File: src/rtl/pmp_pkg.sv
// shared types, constants and state encoding for the envelope anticorrelation pump detector
// no dependencies; imported by every module of the block
package pmp_pkg;

    localparam int WINDOW_LENGTH = 64;
    localparam int AW            = $clog2(WINDOW_LENGTH);
    localparam int EW            = 16;
    localparam int SW            = EW + AW;
    localparam int QW            = 2 * EW + AW;
    localparam int VW            = 2 * EW + 2 * AW;
    localparam int DW            = 2 * VW;
    localparam int PW            = DW + 32;
    localparam int CNTW          = $clog2(VW + 1);
    localparam int SMW           = EW + 2;
    localparam int Q_BITS        = 16;
    localparam int BITW          = $clog2(Q_BITS);
    localparam int Q_FRAC        = 15;
    localparam int ONE_Q15       = 32768;
    localparam int SCALE_SHIFT   = 30;
    localparam int CFG_IDX_W     = 1;
    localparam int CFG_DW        = 16;

    localparam logic [CFG_DW-1:0] ATTACK_RESET  = 16'd4915;
    localparam logic [CFG_DW-1:0] RELEASE_RESET = 16'd1638;

    typedef enum logic [CFG_IDX_W-1:0] {
        REG_ATTACK  = 1'b0,
        REG_RELEASE = 1'b1
    } cfg_reg_t;

    typedef struct packed {
        logic [EW-1:0] bass_energy;
        logic [EW-1:0] mid_energy;
    } in_item_t;

    typedef struct packed {
        logic [15:0] pump_level;
        logic        window_full;
    } out_item_t;

    typedef struct packed {
        logic          start;
        logic [DW-1:0] mcand;
        logic [VW-1:0] mplier;
    } mul_cmd_t;

    typedef enum logic [4:0] {
        S_IDLE,
        S_W_LOAD,
        S_W_BB,
        S_W_MM,
        S_W_BM,
        S_W_ACC,
        S_MWAIT,
        S_G_SB,
        S_G_SM,
        S_G_CR,
        S_G_D,
        S_G_C,
        S_T_SQ,
        S_T_LAUNCH,
        S_G_T,
        S_SM_MUL,
        S_SM_UPD,
        S_OUT
    } state_t;

endpackage

File: src/rtl/pmp_ring.sv
// envelope window store: bass and mid values side by side, one write and one read port
// read data registered; depends on pmp_pkg
module pmp_ring (
    input  logic                   clk,
    input  logic                   wr_en,
    input  logic [pmp_pkg::AW-1:0] wr_addr,
    input  pmp_pkg::in_item_t      wr_item,
    input  logic [pmp_pkg::AW-1:0] rd_addr,
    output pmp_pkg::in_item_t      rd_item
);
    import pmp_pkg::*;

    in_item_t mem [WINDOW_LENGTH];

    always_ff @(posedge clk)
    begin
        if (wr_en)
        begin
            mem[wr_addr] <= wr_item;
        end
        rd_item <= mem[rd_addr];
    end

endmodule

File: src/rtl/pmp_smul.sv
// shared shift-add multiplier, one multiplier bit per cycle
// depends on pmp_pkg
module pmp_smul (
    input  logic                   clk,
    input  logic                   rst_n,
    input  pmp_pkg::mul_cmd_t      cmd,
    output logic                   done,
    output logic [pmp_pkg::PW-1:0] product
);
    import pmp_pkg::*;

    logic [PW-1:0]   acc_reg, acc_next;
    logic [PW-1:0]   mcand_reg, mcand_next;
    logic [VW-1:0]   mplier_reg, mplier_next;
    logic [CNTW-1:0] cnt_reg, cnt_next;
    logic            busy_reg, busy_next;
    logic            done_reg, done_next;

    always_comb
    begin
        acc_next    = acc_reg;
        mcand_next  = mcand_reg;
        mplier_next = mplier_reg;
        cnt_next    = cnt_reg;
        busy_next   = busy_reg;
        done_next   = 1'b0;
        priority if (cmd.start)
        begin
            acc_next    = '0;
            mcand_next  = PW'(cmd.mcand);
            mplier_next = cmd.mplier;
            cnt_next    = CNTW'(VW);
            busy_next   = 1'b1;
        end
        else if (busy_reg)
        begin
            if (mplier_reg[0])
            begin
                acc_next = acc_reg + mcand_reg;
            end
            mcand_next  = mcand_reg << 1;
            mplier_next = mplier_reg >> 1;
            cnt_next    = cnt_reg - CNTW'(1);
            if (cnt_reg == CNTW'(1))
            begin
                busy_next = 1'b0;
                done_next = 1'b1;
            end
        end
    end

    always_ff @(posedge clk or negedge rst_n)
    begin
        if (!rst_n)
        begin
            busy_reg <= 1'b0;
            done_reg <= 1'b0;
            cnt_reg  <= '0;
        end
        else
        begin
            busy_reg <= busy_next;
            done_reg <= done_next;
            cnt_reg  <= cnt_next;
        end
    end

    always_ff @(posedge clk)
    begin
        acc_reg    <= acc_next;
        mcand_reg  <= mcand_next;
        mplier_reg <= mplier_next;
    end

    assign done    = done_reg;
    assign product = acc_reg;

endmodule

File: src/rtl/envelope_anticorrelation_pump_detector.sv
// while the window fills, a request goes straight to the output; once it is full, each
// request walks the N stored pairs through S_W_LOAD, S_W_BB, S_W_MM, S_W_BM and S_W_ACC
// on one small multiplier, then the bit-serial wide multiplier (VW = 32 + 2*log2 N bits)
// one request at a time; ready again as soon as the result is placed in the output register
// asynchronous active-low reset clears control, gains to defaults, window empty, level zero
module envelope_anticorrelation_pump_detector (
    input  logic                          clk,
    input  logic                          rst_n,
    input  logic                          in_valid,
    output logic                          in_ready,
    input  pmp_pkg::in_item_t             in_data,
    output logic                          out_valid,
    input  logic                          out_ready,
    output pmp_pkg::out_item_t            out_data,
    input  logic                          cfg_write,
    input  logic [pmp_pkg::CFG_IDX_W-1:0] cfg_index,
    input  logic [pmp_pkg::CFG_DW-1:0]    cfg_data
);
    import pmp_pkg::*;

    state_t          state_reg, state_next, ret_reg, ret_next;
    logic [AW-1:0]   slot_reg, slot_next, idx_reg, idx_next;
    logic            filled_reg, filled_next;
    logic [15:0]     smooth_reg, smooth_next;
    logic [15:0]     attack_reg, attack_next, release_reg, release_next;
    logic [SW-1:0]   sb_reg, sb_next, sm_reg, sm_next;
    logic [QW-1:0]   sbb_reg, sbb_next, smm_reg, smm_next, sbm_reg, sbm_next;
    logic [VW-1:0]   varb_reg, varb_next, varm_reg, varm_next, mag_reg, mag_next;
    logic [DW-1:0]   d_reg, d_next, c_reg, c_next;
    logic [BITW-1:0] bit_reg, bit_next;
    logic [15:0]     q_reg, q_next;
    logic signed [2*SMW-1:0] prod_reg, prod_next;
    logic            out_valid_reg, out_valid_next;
    out_item_t       out_data_reg, out_data_next;

    logic                  accept;
    logic                  slot_last, idx_last;
    in_item_t              rd_item;
    mul_cmd_t              mul_cmd;
    logic                  mul_done;
    logic [PW-1:0]         mul_prod;
    logic signed [SMW-1:0] op_a, op_b;
    logic signed [VW:0]    cov_w;
    logic [15:0]           t_w;
    logic [PW-1:0]         rhs_w;
    logic signed [2*SMW-1:0] step_w, sum_w;

    pmp_ring u_ring (
        .clk     (clk),
        .wr_en   (accept),
        .wr_addr (slot_reg),
        .wr_item (in_data),
        .rd_addr (idx_reg),
        .rd_item (rd_item)
    );

    pmp_smul u_smul (
        .clk     (clk),
        .rst_n   (rst_n),
        .cmd     (mul_cmd),
        .done    (mul_done),
        .product (mul_prod)
    );

    assign in_ready  = (state_reg == S_IDLE);
    assign accept    = in_valid && in_ready;
    assign slot_last = (slot_reg == AW'(WINDOW_LENGTH - 1));
    assign idx_last  = (idx_reg == AW'(WINDOW_LENGTH - 1));
    assign t_w       = q_reg | (16'd1 << bit_reg);
    assign rhs_w     = PW'(c_reg) << SCALE_SHIFT;
    assign cov_w     = $signed({1'b0, VW'(sbm_reg) * VW'(WINDOW_LENGTH)})
                     - $signed({1'b0, mul_prod[VW-1:0]});
    assign step_w    = prod_reg >>> Q_FRAC;
    assign sum_w     = step_w + $signed({{(2*SMW-16){1'b0}}, smooth_reg});
    assign prod_next = op_a * op_b;

    // next state
    always_comb
    begin
        state_next = state_reg;
        ret_next   = ret_reg;
        unique case (state_reg)
            S_IDLE:
            begin
                if (accept)
                begin
                    state_next = (filled_reg || slot_last) ? S_W_LOAD : S_OUT;
                end
            end
            S_W_LOAD:   state_next = S_W_BB;
            S_W_BB:     state_next = S_W_MM;
            S_W_MM:     state_next = S_W_BM;
            S_W_BM:     state_next = S_W_ACC;
            S_W_ACC:
            begin
                if (idx_last)
                begin
                    state_next = S_MWAIT;
                    ret_next   = S_G_SB;
                end
                else
                begin
                    state_next = S_W_LOAD;
                end
            end
            S_MWAIT:
            begin
                if (mul_done)
                begin
                    state_next = ret_reg;
                end
            end
            S_G_SB:
            begin
                state_next = S_MWAIT;
                ret_next   = S_G_SM;
            end
            S_G_SM:
            begin
                state_next = S_MWAIT;
                ret_next   = S_G_CR;
            end
            S_G_CR:
            begin
                priority if (varb_reg == '0 || varm_reg == '0)
                begin
                    state_next = S_OUT;
                end
                else if (!cov_w[VW])
                begin
                    state_next = S_SM_MUL;
                end
                else
                begin
                    state_next = S_MWAIT;
                    ret_next   = S_G_D;
                end
            end
            S_G_D:
            begin
                state_next = S_MWAIT;
                ret_next   = S_G_C;
            end
            S_G_C:      state_next = S_T_SQ;
            S_T_SQ:     state_next = S_T_LAUNCH;
            S_T_LAUNCH:
            begin
                state_next = S_MWAIT;
                ret_next   = S_G_T;
            end
            S_G_T:      state_next = (bit_reg == '0) ? S_SM_MUL : S_T_SQ;
            S_SM_MUL:   state_next = S_SM_UPD;
            S_SM_UPD:   state_next = S_OUT;
            S_OUT:
            begin
                if (!out_valid_reg || out_ready)
                begin
                    state_next = S_IDLE;
                end
            end
            default:    state_next = S_IDLE;
        endcase
    end

    // datapath and outputs
    always_comb
    begin
        slot_next      = slot_reg;
        filled_next    = filled_reg;
        idx_next       = idx_reg;
        smooth_next    = smooth_reg;
        attack_next    = attack_reg;
        release_next   = release_reg;
        sb_next        = sb_reg;
        sm_next        = sm_reg;
        sbb_next       = sbb_reg;
        smm_next       = smm_reg;
        sbm_next       = sbm_reg;
        varb_next      = varb_reg;
        varm_next      = varm_reg;
        mag_next       = mag_reg;
        d_next         = d_reg;
        c_next         = c_reg;
        bit_next       = bit_reg;
        q_next         = q_reg;
        out_valid_next = out_valid_reg && !out_ready;
        out_data_next  = out_data_reg;
        mul_cmd        = '0;
        op_a           = '0;
        op_b           = '0;

        if (cfg_write)
        begin
            unique case (cfg_reg_t'(cfg_index))
                REG_ATTACK:  attack_next  = cfg_data;
                REG_RELEASE: release_next = cfg_data;
                default:     attack_next  = attack_reg;
            endcase
        end

        unique case (state_reg)
            S_IDLE:
            begin
                if (accept)
                begin
                    slot_next   = slot_last ? '0 : slot_reg + AW'(1);
                    filled_next = filled_reg || slot_last;
                    idx_next    = '0;
                    sb_next     = '0;
                    sm_next     = '0;
                    sbb_next    = '0;
                    smm_next    = '0;
                    sbm_next    = '0;
                end
            end
            S_W_BB:
            begin
                op_a    = $signed({2'b00, rd_item.bass_energy});
                op_b    = $signed({2'b00, rd_item.bass_energy});
                sb_next = sb_reg + SW'(rd_item.bass_energy);
                sm_next = sm_reg + SW'(rd_item.mid_energy);
            end
            S_W_MM:
            begin
                op_a     = $signed({2'b00, rd_item.mid_energy});
                op_b     = $signed({2'b00, rd_item.mid_energy});
                sbb_next = sbb_reg + QW'(prod_reg[2*EW-1:0]);
            end
            S_W_BM:
            begin
                op_a     = $signed({2'b00, rd_item.bass_energy});
                op_b     = $signed({2'b00, rd_item.mid_energy});
                smm_next = smm_reg + QW'(prod_reg[2*EW-1:0]);
            end
            S_W_ACC:
            begin
                sbm_next = sbm_reg + QW'(prod_reg[2*EW-1:0]);
                idx_next = idx_reg + AW'(1);
                if (idx_last)
                begin
                    mul_cmd.start  = 1'b1;
                    mul_cmd.mcand  = DW'(sb_reg);
                    mul_cmd.mplier = VW'(sb_reg);
                end
            end
            S_G_SB:
            begin
                varb_next      = VW'(sbb_reg) * VW'(WINDOW_LENGTH) - mul_prod[VW-1:0];
                mul_cmd.start  = 1'b1;
                mul_cmd.mcand  = DW'(sm_reg);
                mul_cmd.mplier = VW'(sm_reg);
            end
            S_G_SM:
            begin
                varm_next      = VW'(smm_reg) * VW'(WINDOW_LENGTH) - mul_prod[VW-1:0];
                mul_cmd.start  = 1'b1;
                mul_cmd.mcand  = DW'(sb_reg);
                mul_cmd.mplier = VW'(sm_reg);
            end
            S_G_CR:
            begin
                mag_next = VW'(-cov_w);
                q_next   = '0;
                if (varb_reg != '0 && varm_reg != '0 && cov_w[VW])
                begin
                    mul_cmd.start  = 1'b1;
                    mul_cmd.mcand  = DW'(varb_reg);
                    mul_cmd.mplier = varm_reg;
                end
            end
            S_G_D:
            begin
                d_next         = mul_prod[DW-1:0];
                mul_cmd.start  = 1'b1;
                mul_cmd.mcand  = DW'(mag_reg);
                mul_cmd.mplier = mag_reg;
            end
            S_G_C:
            begin
                c_next   = mul_prod[DW-1:0];
                bit_next = BITW'(Q_BITS - 1);
                q_next   = '0;
            end
            S_T_SQ:
            begin
                op_a = $signed({2'b00, t_w});
                op_b = $signed({2'b00, t_w});
            end
            S_T_LAUNCH:
            begin
                mul_cmd.start  = 1'b1;
                mul_cmd.mcand  = d_reg;
                mul_cmd.mplier = VW'(prod_reg[31:0]);
            end
            S_G_T:
            begin
                if (mul_prod <= rhs_w)
                begin
                    q_next = t_w;
                end
                bit_next = bit_reg - BITW'(1);
            end
            S_SM_MUL:
            begin
                op_a = $signed({2'b00, (q_reg > smooth_reg) ? attack_reg : release_reg});
                op_b = $signed({2'b00, q_reg}) - $signed({2'b00, smooth_reg});
            end
            S_SM_UPD:
            begin
                priority if (sum_w < 0)
                begin
                    smooth_next = '0;
                end
                else if (sum_w > $signed((2*SMW)'(ONE_Q15)))
                begin
                    smooth_next = 16'(ONE_Q15);
                end
                else
                begin
                    smooth_next = sum_w[15:0];
                end
            end
            S_OUT:
            begin
                if (!out_valid_reg || out_ready)
                begin
                    out_valid_next            = 1'b1;
                    out_data_next.pump_level  = filled_reg ? smooth_reg : '0;
                    out_data_next.window_full = filled_reg;
                end
            end
            default:
            begin
                idx_next = idx_reg;
            end
        endcase
    end

    always_ff @(posedge clk or negedge rst_n)
    begin
        if (!rst_n)
        begin
            state_reg     <= S_IDLE;
            ret_reg       <= S_IDLE;
            slot_reg      <= '0;
            filled_reg    <= 1'b0;
            smooth_reg    <= '0;
            attack_reg    <= ATTACK_RESET;
            release_reg   <= RELEASE_RESET;
            idx_reg       <= '0;
            bit_reg       <= '0;
            out_valid_reg <= 1'b0;
        end
        else
        begin
            state_reg     <= state_next;
            ret_reg       <= ret_next;
            slot_reg      <= slot_next;
            filled_reg    <= filled_next;
            smooth_reg    <= smooth_next;
            attack_reg    <= attack_next;
            release_reg   <= release_next;
            idx_reg       <= idx_next;
            bit_reg       <= bit_next;
            out_valid_reg <= out_valid_next;
        end
    end

    always_ff @(posedge clk)
    begin
        sb_reg       <= sb_next;
        sm_reg       <= sm_next;
        sbb_reg      <= sbb_next;
        smm_reg      <= smm_next;
        sbm_reg      <= sbm_next;
        varb_reg     <= varb_next;
        varm_reg     <= varm_next;
        mag_reg      <= mag_next;
        d_reg        <= d_next;
        c_reg        <= c_next;
        q_reg        <= q_next;
        prod_reg     <= prod_next;
        out_data_reg <= out_data_next;
    end

    assign out_valid = out_valid_reg;
    assign out_data  = out_data_reg;

endmodule

File: config.mk
export PLATFORM = sky130hd
export DESIGN_NAME = envelope_anticorrelation_pump_detector
export DESIGN_NICKNAME = d
export VERILOG_FILES = /design/src/rtl/pmp_pkg.sv /design/src/rtl/pmp_ring.sv /design/src/rtl/pmp_smul.sv /design/src/rtl/envelope_anticorrelation_pump_detector.sv
export SDC_FILE = /design/constraint.sdc
export NUM_CORES = 2
export LEC_CHECK = 0
export CORE_MARGIN = 5
export CORE_UTILIZATION = 47
export DETAILED_ROUTE_END_ITERATION = 10
export DONT_BUFFER_PORTS = 1
export MAX_ROUTING_LAYER = met4
export PLACE_DENSITY = 0.74
export SETUP_SLACK_MARGIN = 0.15
export SYNTH_ARGS = -nofsm -noshare
export SYNTH_HDL_FRONTEND = slang
export SYNTH_SLANG_ARGS = --single-unit
File: constraint.sdc
create_clock -name clk -period 12.8 [get_ports clk]
set_input_delay 2.56 -clock clk [delete_from_list [all_inputs] [get_ports clk]]
set_output_delay 2.56 -clock clk [all_outputs]
set_load 0.05 [all_outputs]
# Yosys cells after proc, flatten, opt, wreduce, memory -nomap -nowiden
# Memory sizes are Yosys's and may differ from the RTL's. A register that Yosys moved wholly into a read port is not among the register bits.
# Index checks and enable logic that the tools add are counted.
# totals
output_inout_bits,19
elab_cells,172
ff_bits,902
mem_bits_rw,2048
memories,1
in_bits,54
# memory_table
name,words,width,rd,rd_clocked_by_memory_dff,wr,line_no,rtl
u_ring.mem,64,32,1,1,1,pmp_ring.sv:13,in_item_t mem [WINDOW_LENGTH];
# classes
mux,50
n_eq_ne,27
bitwise_logic,2
n_mul,1
n_reduce_logical,39
n_addsub,16
order_cmp,4
shift,1
# ops
operator,count
case mux 133 bit (6 select lines),1
two-way mux 133 bit,2
case mux 38 bit (2 select lines),3
two-way mux 88 bit,2
adder 120 bit,1
less-or-equal comparator 120 x 118 -> 1 bit,1
adder 38 x 32 -> 38 bit,3
zero test 44 bit,2
two-way mux 44 bit,2
case mux 22 bit (2 select lines),2
nonzero test 44 bit,2
subtractor 44 bit,2
case mux 5 bit (15 select lines),1
case mux 18 bit (4 select lines),1
two-way mux 16 bit,4
case mux 16 bit (4 select lines),1
subtractor 44 x 44 -> 45 bit,1
adder 22 x 16 -> 22 bit,2
negator 44 bit,1
"== test 5 x 4 -> 1 bit, second input constant",8
two-way mux 5 bit,8
two-way mux 38 bit,1
multiplier 17 x 18 -> 35 bit,1
case mux 16 bit (2 select lines),1
other kinds (40),87

# Depth between registers and ports, before layout
# logic_depth
depth_word,6
mapped_depth,41
depth_no_buf,39

# By module
# From an unflattened synthesis, not the netlist that was laid out.
# unflattened
hier_cells,10727
hier_area_um2,148637.6
# modules_own_cells
mod,instances,cells_per_inst,area_each_um2
pmp_ring,1,3324,78515.3
envelope_anticorrelation_pump_detector,1,5314,51476.9
pmp_smul,1,2089,18645.4

# Worst setup path before layout
# Ideal clock, no wire load.
# synth_path
kind,register -> register
from,reg smooth_reg[1]
to,reg prod_reg[33]
required_time_ns,12.728
slack_ns,3.378
stages_incl_launch_ff,38
period_less_slack_ns,9.422
path_buffers,3
setup_time_ns,0.072
arrival_ns,9.350
cell_sequence,dfrtp_1 inv_1 ha_1 nor2b_1 o21ai_0 a21boi_0 o21ai_0 a21boi_0 o21ai_0 a21boi_0 o31ai_1 nand3_1 and2_1 clkbuf_1 buf_1 o211ai_1 clkbuf_1 nand2_1 [2 not listed] fa_1 fa_1 inv_1 fa_1 inv_1 fa_1 inv_1 ha_1 or2_2 a2111oi_0 o31a_1 o21ai_0 a2111oi_0 nor2_1 a41oi_1 o21ai_0 a21oi_1 xnor2_1
# synth_between
elab_chain_cells,4
elab_cells_between_ends,6
# synth_rtl
element,line_no,rtl
from (decl),envelope_anticorrelation_pump_detector.sv:24,"logic [15:0] smooth_reg, smooth_next;"
from (signal assigned),envelope_anticorrelation_pump_detector.sv:360,smooth_reg <= smooth_next;
> comparator 16 bit,envelope_anticorrelation_pump_detector.sv:305,"op_a = $signed({2'b00, (q_reg > smooth_reg) ? attack_reg : release_reg});"
two-way mux 16 bit,envelope_anticorrelation_pump_detector.sv:305,
case mux 16 bit (4 select lines),envelope_anticorrelation_pump_detector.sv:201,unique case (state_reg)
multiplier 17 x 18 -> 35 bit *,envelope_anticorrelation_pump_detector.sv:75,assign prod_next = op_a * op_b;
net prod_next[33],envelope_anticorrelation_pump_detector.sv:32,"logic signed [2*SMW-1:0] prod_reg, prod_next;"
to (signal assigned),envelope_anticorrelation_pump_detector.sv:382,prod_reg <= prod_next;
to (decl),envelope_anticorrelation_pump_detector.sv:32,
# The timed path passes the listed nets; every way through them passes the cells marked *.
# A chain may end at the register's enable or synchronous reset.

# Worst setup path after layout
# Same ends and word-level chain as after synthesis.

==> flow_summary_export.csv <==
group,metric,value,unit
drt,firstDrtPassIters,6,
cts,cts.clk_slew.worst_paths,0.06,ns
finish,drive_above_1_share,0.139,
power,p_total,32.4,mW
sta,drv_slew,0,
sta,rsz0062_at_grt,"false",
global_route,grt_max_degree,112,
cts,cts-resized-gates,0,
worst_setup_path,cp_max_fo,18,
power,swShare,0.352,
cts,root_buffer,"clkbuf_16",
power,seqPwrFrac,0.393,
placement,place_congestion,1.01,
finish,utilization,0.521,
finish,final_cell_mix,"edfxtp_1 (2679), nand2_1 (715), mux4_2 (656)",
sta,tightest_slew,1.47,ns
power,powerDensity,199,nW/um2
global_route,grt_usage,0.265,
sta,hold_violations,0,
placement,place_ws,1.87,ns
finish,layout_commonest_cell,"edfxtp_1",
placement,io_buffers,0,
synth,async_flop_share,0.0278,
worst_setup_path,timing.rr.end,"prod_reg[33]$_DFF_P_",
power,vdd_drop_max,0.186,mV
worst_setup_path,crit_path_frequent_cell,"fa_1",
global_route,antenna_found_initial,18,
cts,cts_tree,"yes",
worst_setup_path,crit_arrival,12.00,ns
cts,clockBufferDepth,4,
finish,nNetsFinal,11300,
worst_hold_path,hold_depth,1,
synth,yosysTopAreaCellShare,0.547,
synth,synth_area,147000,um2
finish,largest_reg_flops,2048,
worst_setup_path,cpLargestDelayFamily,"compound AO/OA/AOI/OAI gates",
sta,fin_crit_sh,0.877,
synth,synth_cell_types,92,
floorplanning,die_h,569,um
cts,cts_buffers,310,
synth,synth.area.top_cells,"edfxtp_1 (55%), mux4_2 (10%), ha_1 (4.9%)",
power,pwr-share-comb,0.329,
synth,synth_edf_count,2679,
finish,syn_to_final_growth,10.5,%
worst_setup_path,cp-start-kind,"flop",
worst_hold_path,min-delay-start,"ret_reg[3]$_DFFE_PN0P_",
placement,dpl.hpwl,272000,um
global_route,grt_pass1_wl,623000,um
worst_setup_path,path_buf_inv,6,
synth,ys.flop_type,"edfxtp_1",
sta,final.setup.worst_slack,1.58,ns
sta,slew_headroom,0.0115,
cts,clk_latency,0.97,ns
cts,h-tree-depth,5,
cts,ctsHoldBuffers,0,
synth,synth_cells,10400,
sta,fin_skew,0.124,ns
floorplanning,dieArea,324000,um2
synth,yosys.area.top_type,"edfxtp_1",
sta,finalSetupViolCount,0,
sta,finalSetupTns,0,ns
power,p_clk_frac,0.278,
drt,vias_per_cell,6.36,
worst_setup_path,r2r_slack,1.58,ns
global_route,grt_pass1_vias,93000,
worst_hold_path,whs_endpoint,"ret_reg[3]$_DFFE_PN0P_",
drt,vias,94000,
worst_setup_path,crit_cells,36,
sta,fmax,89.1,MHz
synth,synth_warnings,0,
power,power.internal,21.0,mW
global_route,grt_overflow_total,0,
worst_setup_path,slowest_delay,0.96,ns
worst_setup_path,crit_path_top_delay_cell,"o211ai_1",
floorplanning,die_x,569,um
drt,routed_wl,427000,um
power,p_leak,56.9,nW
drt,drtAntennaViolNets,0,
synth,ys_ff_latch,2981,
sta,min_period,11.22,ns
worst_setup_path,timing.rr.start,"smooth_reg[1]$_DFFE_PN0N_",
drt,drc,0,
drt,drt_iter0_drc,12500,
floorplanning,core,312000,um2
worst_setup_path,worstSetupPathType,"flop to flop",
synth,synth_area_per_cell,14.2,um2
synth,synth_seq_area_share,0.591,
synth,syn_nets,11300,
flow_run,maxCapViolations,1,
floorplanning,num_rows,205,
floorplanning,ios,73,
worst_setup_path,ff2ff_path_depth,36,
run_status,violations,"max-capacitance violations",
floorplanning,start_util,0.472,
drt,avgRoutedWirePerCell,28.9,um
power,p_switching,11.4,mW
worst_hold_path,hold_path.class,"flop to flop",
worst_setup_path,end_kind,"flop",
run_status,status,"finished, violations left",
cts,cts.sinks,2981,
worst_setup_path,cp.required,13.58,ns
cts,post_cts_buffers,0,
-- cells in the mapped netlist, drive strengths merged, types with 46 or more instances --
master	n
xor2	148
nand2	722
or3	46
nor3b	64
nor2b	95
xnor2	269
a221oi	111
a21o	227
dfxtp	219
o21bai	65
nand2b	67
nand3	114
and2	84
mux2i	56
inv	622
dfrtp	70
o211ai	72
clkbuf	375
nor2	682
a21oi	637
nand4	128
ha	577
mux4	656
a22o	46
o21a	61
nor3	112
fa	291
edfxtp	2679
o21ai	371
nor4	59
buf	81
-- metal layers --
layer | vias up | GRT usage | part of all wire
li1 | 39700 | - | -
met1 | 47600 | 0.347 | 0.38
met2 | 5678 | 0.418 | 0.48
met3 | 1017 | 0.0482 | 0.097
met4 | 0 | 0.0938 | 0.043
met5 | - | - | 0
-- cell type report --
| cell class | count | area (um2) |
|---|---|---|
| inverters | 622 | 2330 |
| repair buffers | 171 | 1300 |
| well taps | 4140 | 5180 |
| fillers | 25000 | 149000 |
| diodes | 8 | 20.0 |
| flip-flops and latches | 2981 | 86900 |
| clock buffers | 389 | 8240 |
| multi-input cells | 6303 | 56700 |
| clock inverters | 176 | 1830 |
-- worst max-delay path by stage --
stage,slack (ns),to,startpoint
floorplan,3.38,prod_reg[33]$_DFF_P_,smooth_reg[1]$_DFFE_PN0N_
global placement,1.91,prod_reg[33]$_DFF_P_,smooth_reg[1]$_DFFE_PN0N_
detailed placement,1.87,prod_reg[33]$_DFF_P_,smooth_reg[1]$_DFFE_PN0N_
CTS,1.72,prod_reg[33]$_DFF_P_,smooth_reg[1]$_DFFE_PN0N_
global route,0.83,prod_reg[33]$_DFF_P_,smooth_reg[1]$_DFFE_PN0N_
finish,1.58,prod_reg[33]$_DFF_P_,smooth_reg[1]$_DFFE_PN0N_
-- through the flow --
stage / cell area, um2 / cells / hold WS (ns)
CTS: 163000 / 14800 / 0.490
detailed placement: 153000 / 14200 / 0.479
floorplan: 147000 / 10400 / 0.449
global route: 163000 / 14800 / 0.520
global placement: 153000 / 14200 / 0.475
finish: 163000 / 14800 / 0.488
-- cells by family (layout without fill, tap and decap cells) --
kind of cell    after synthesis  in the layout  share of synthesized area
mux                         751            751                      0.107
other cells                   0              8                          0
xor+xnor                    417            417                     0.0248
compound gates             1974           1974                     0.0874
fa+ha+maj                   868            868                     0.0887
buf+inv                    1078           1358                     0.0277
flops                      2981           2981                      0.591
simple gates               2293           2293                     0.0733
-- power by group through the flow --
| stage | clock network [mW] | registers [mW] | logic, mW |
|---|---|---|---|
| 6_report | 9.03 | 12.7 | 10.7 |
| 4_1_cts | 9.14 | 12.7 | 10.5 |
| 2_1_floorplan | 0 | 12.2 | 7.84 |
| 5_1_grt | 9.60 | 12.8 | 11.5 |
| 3_3_place_gp | 0 | 12.9 | 10.2 |
| 3_5_place_dp | 0 | 12.9 | 10.4 |
No activity file was read; power rests on OpenSTA's default activity.
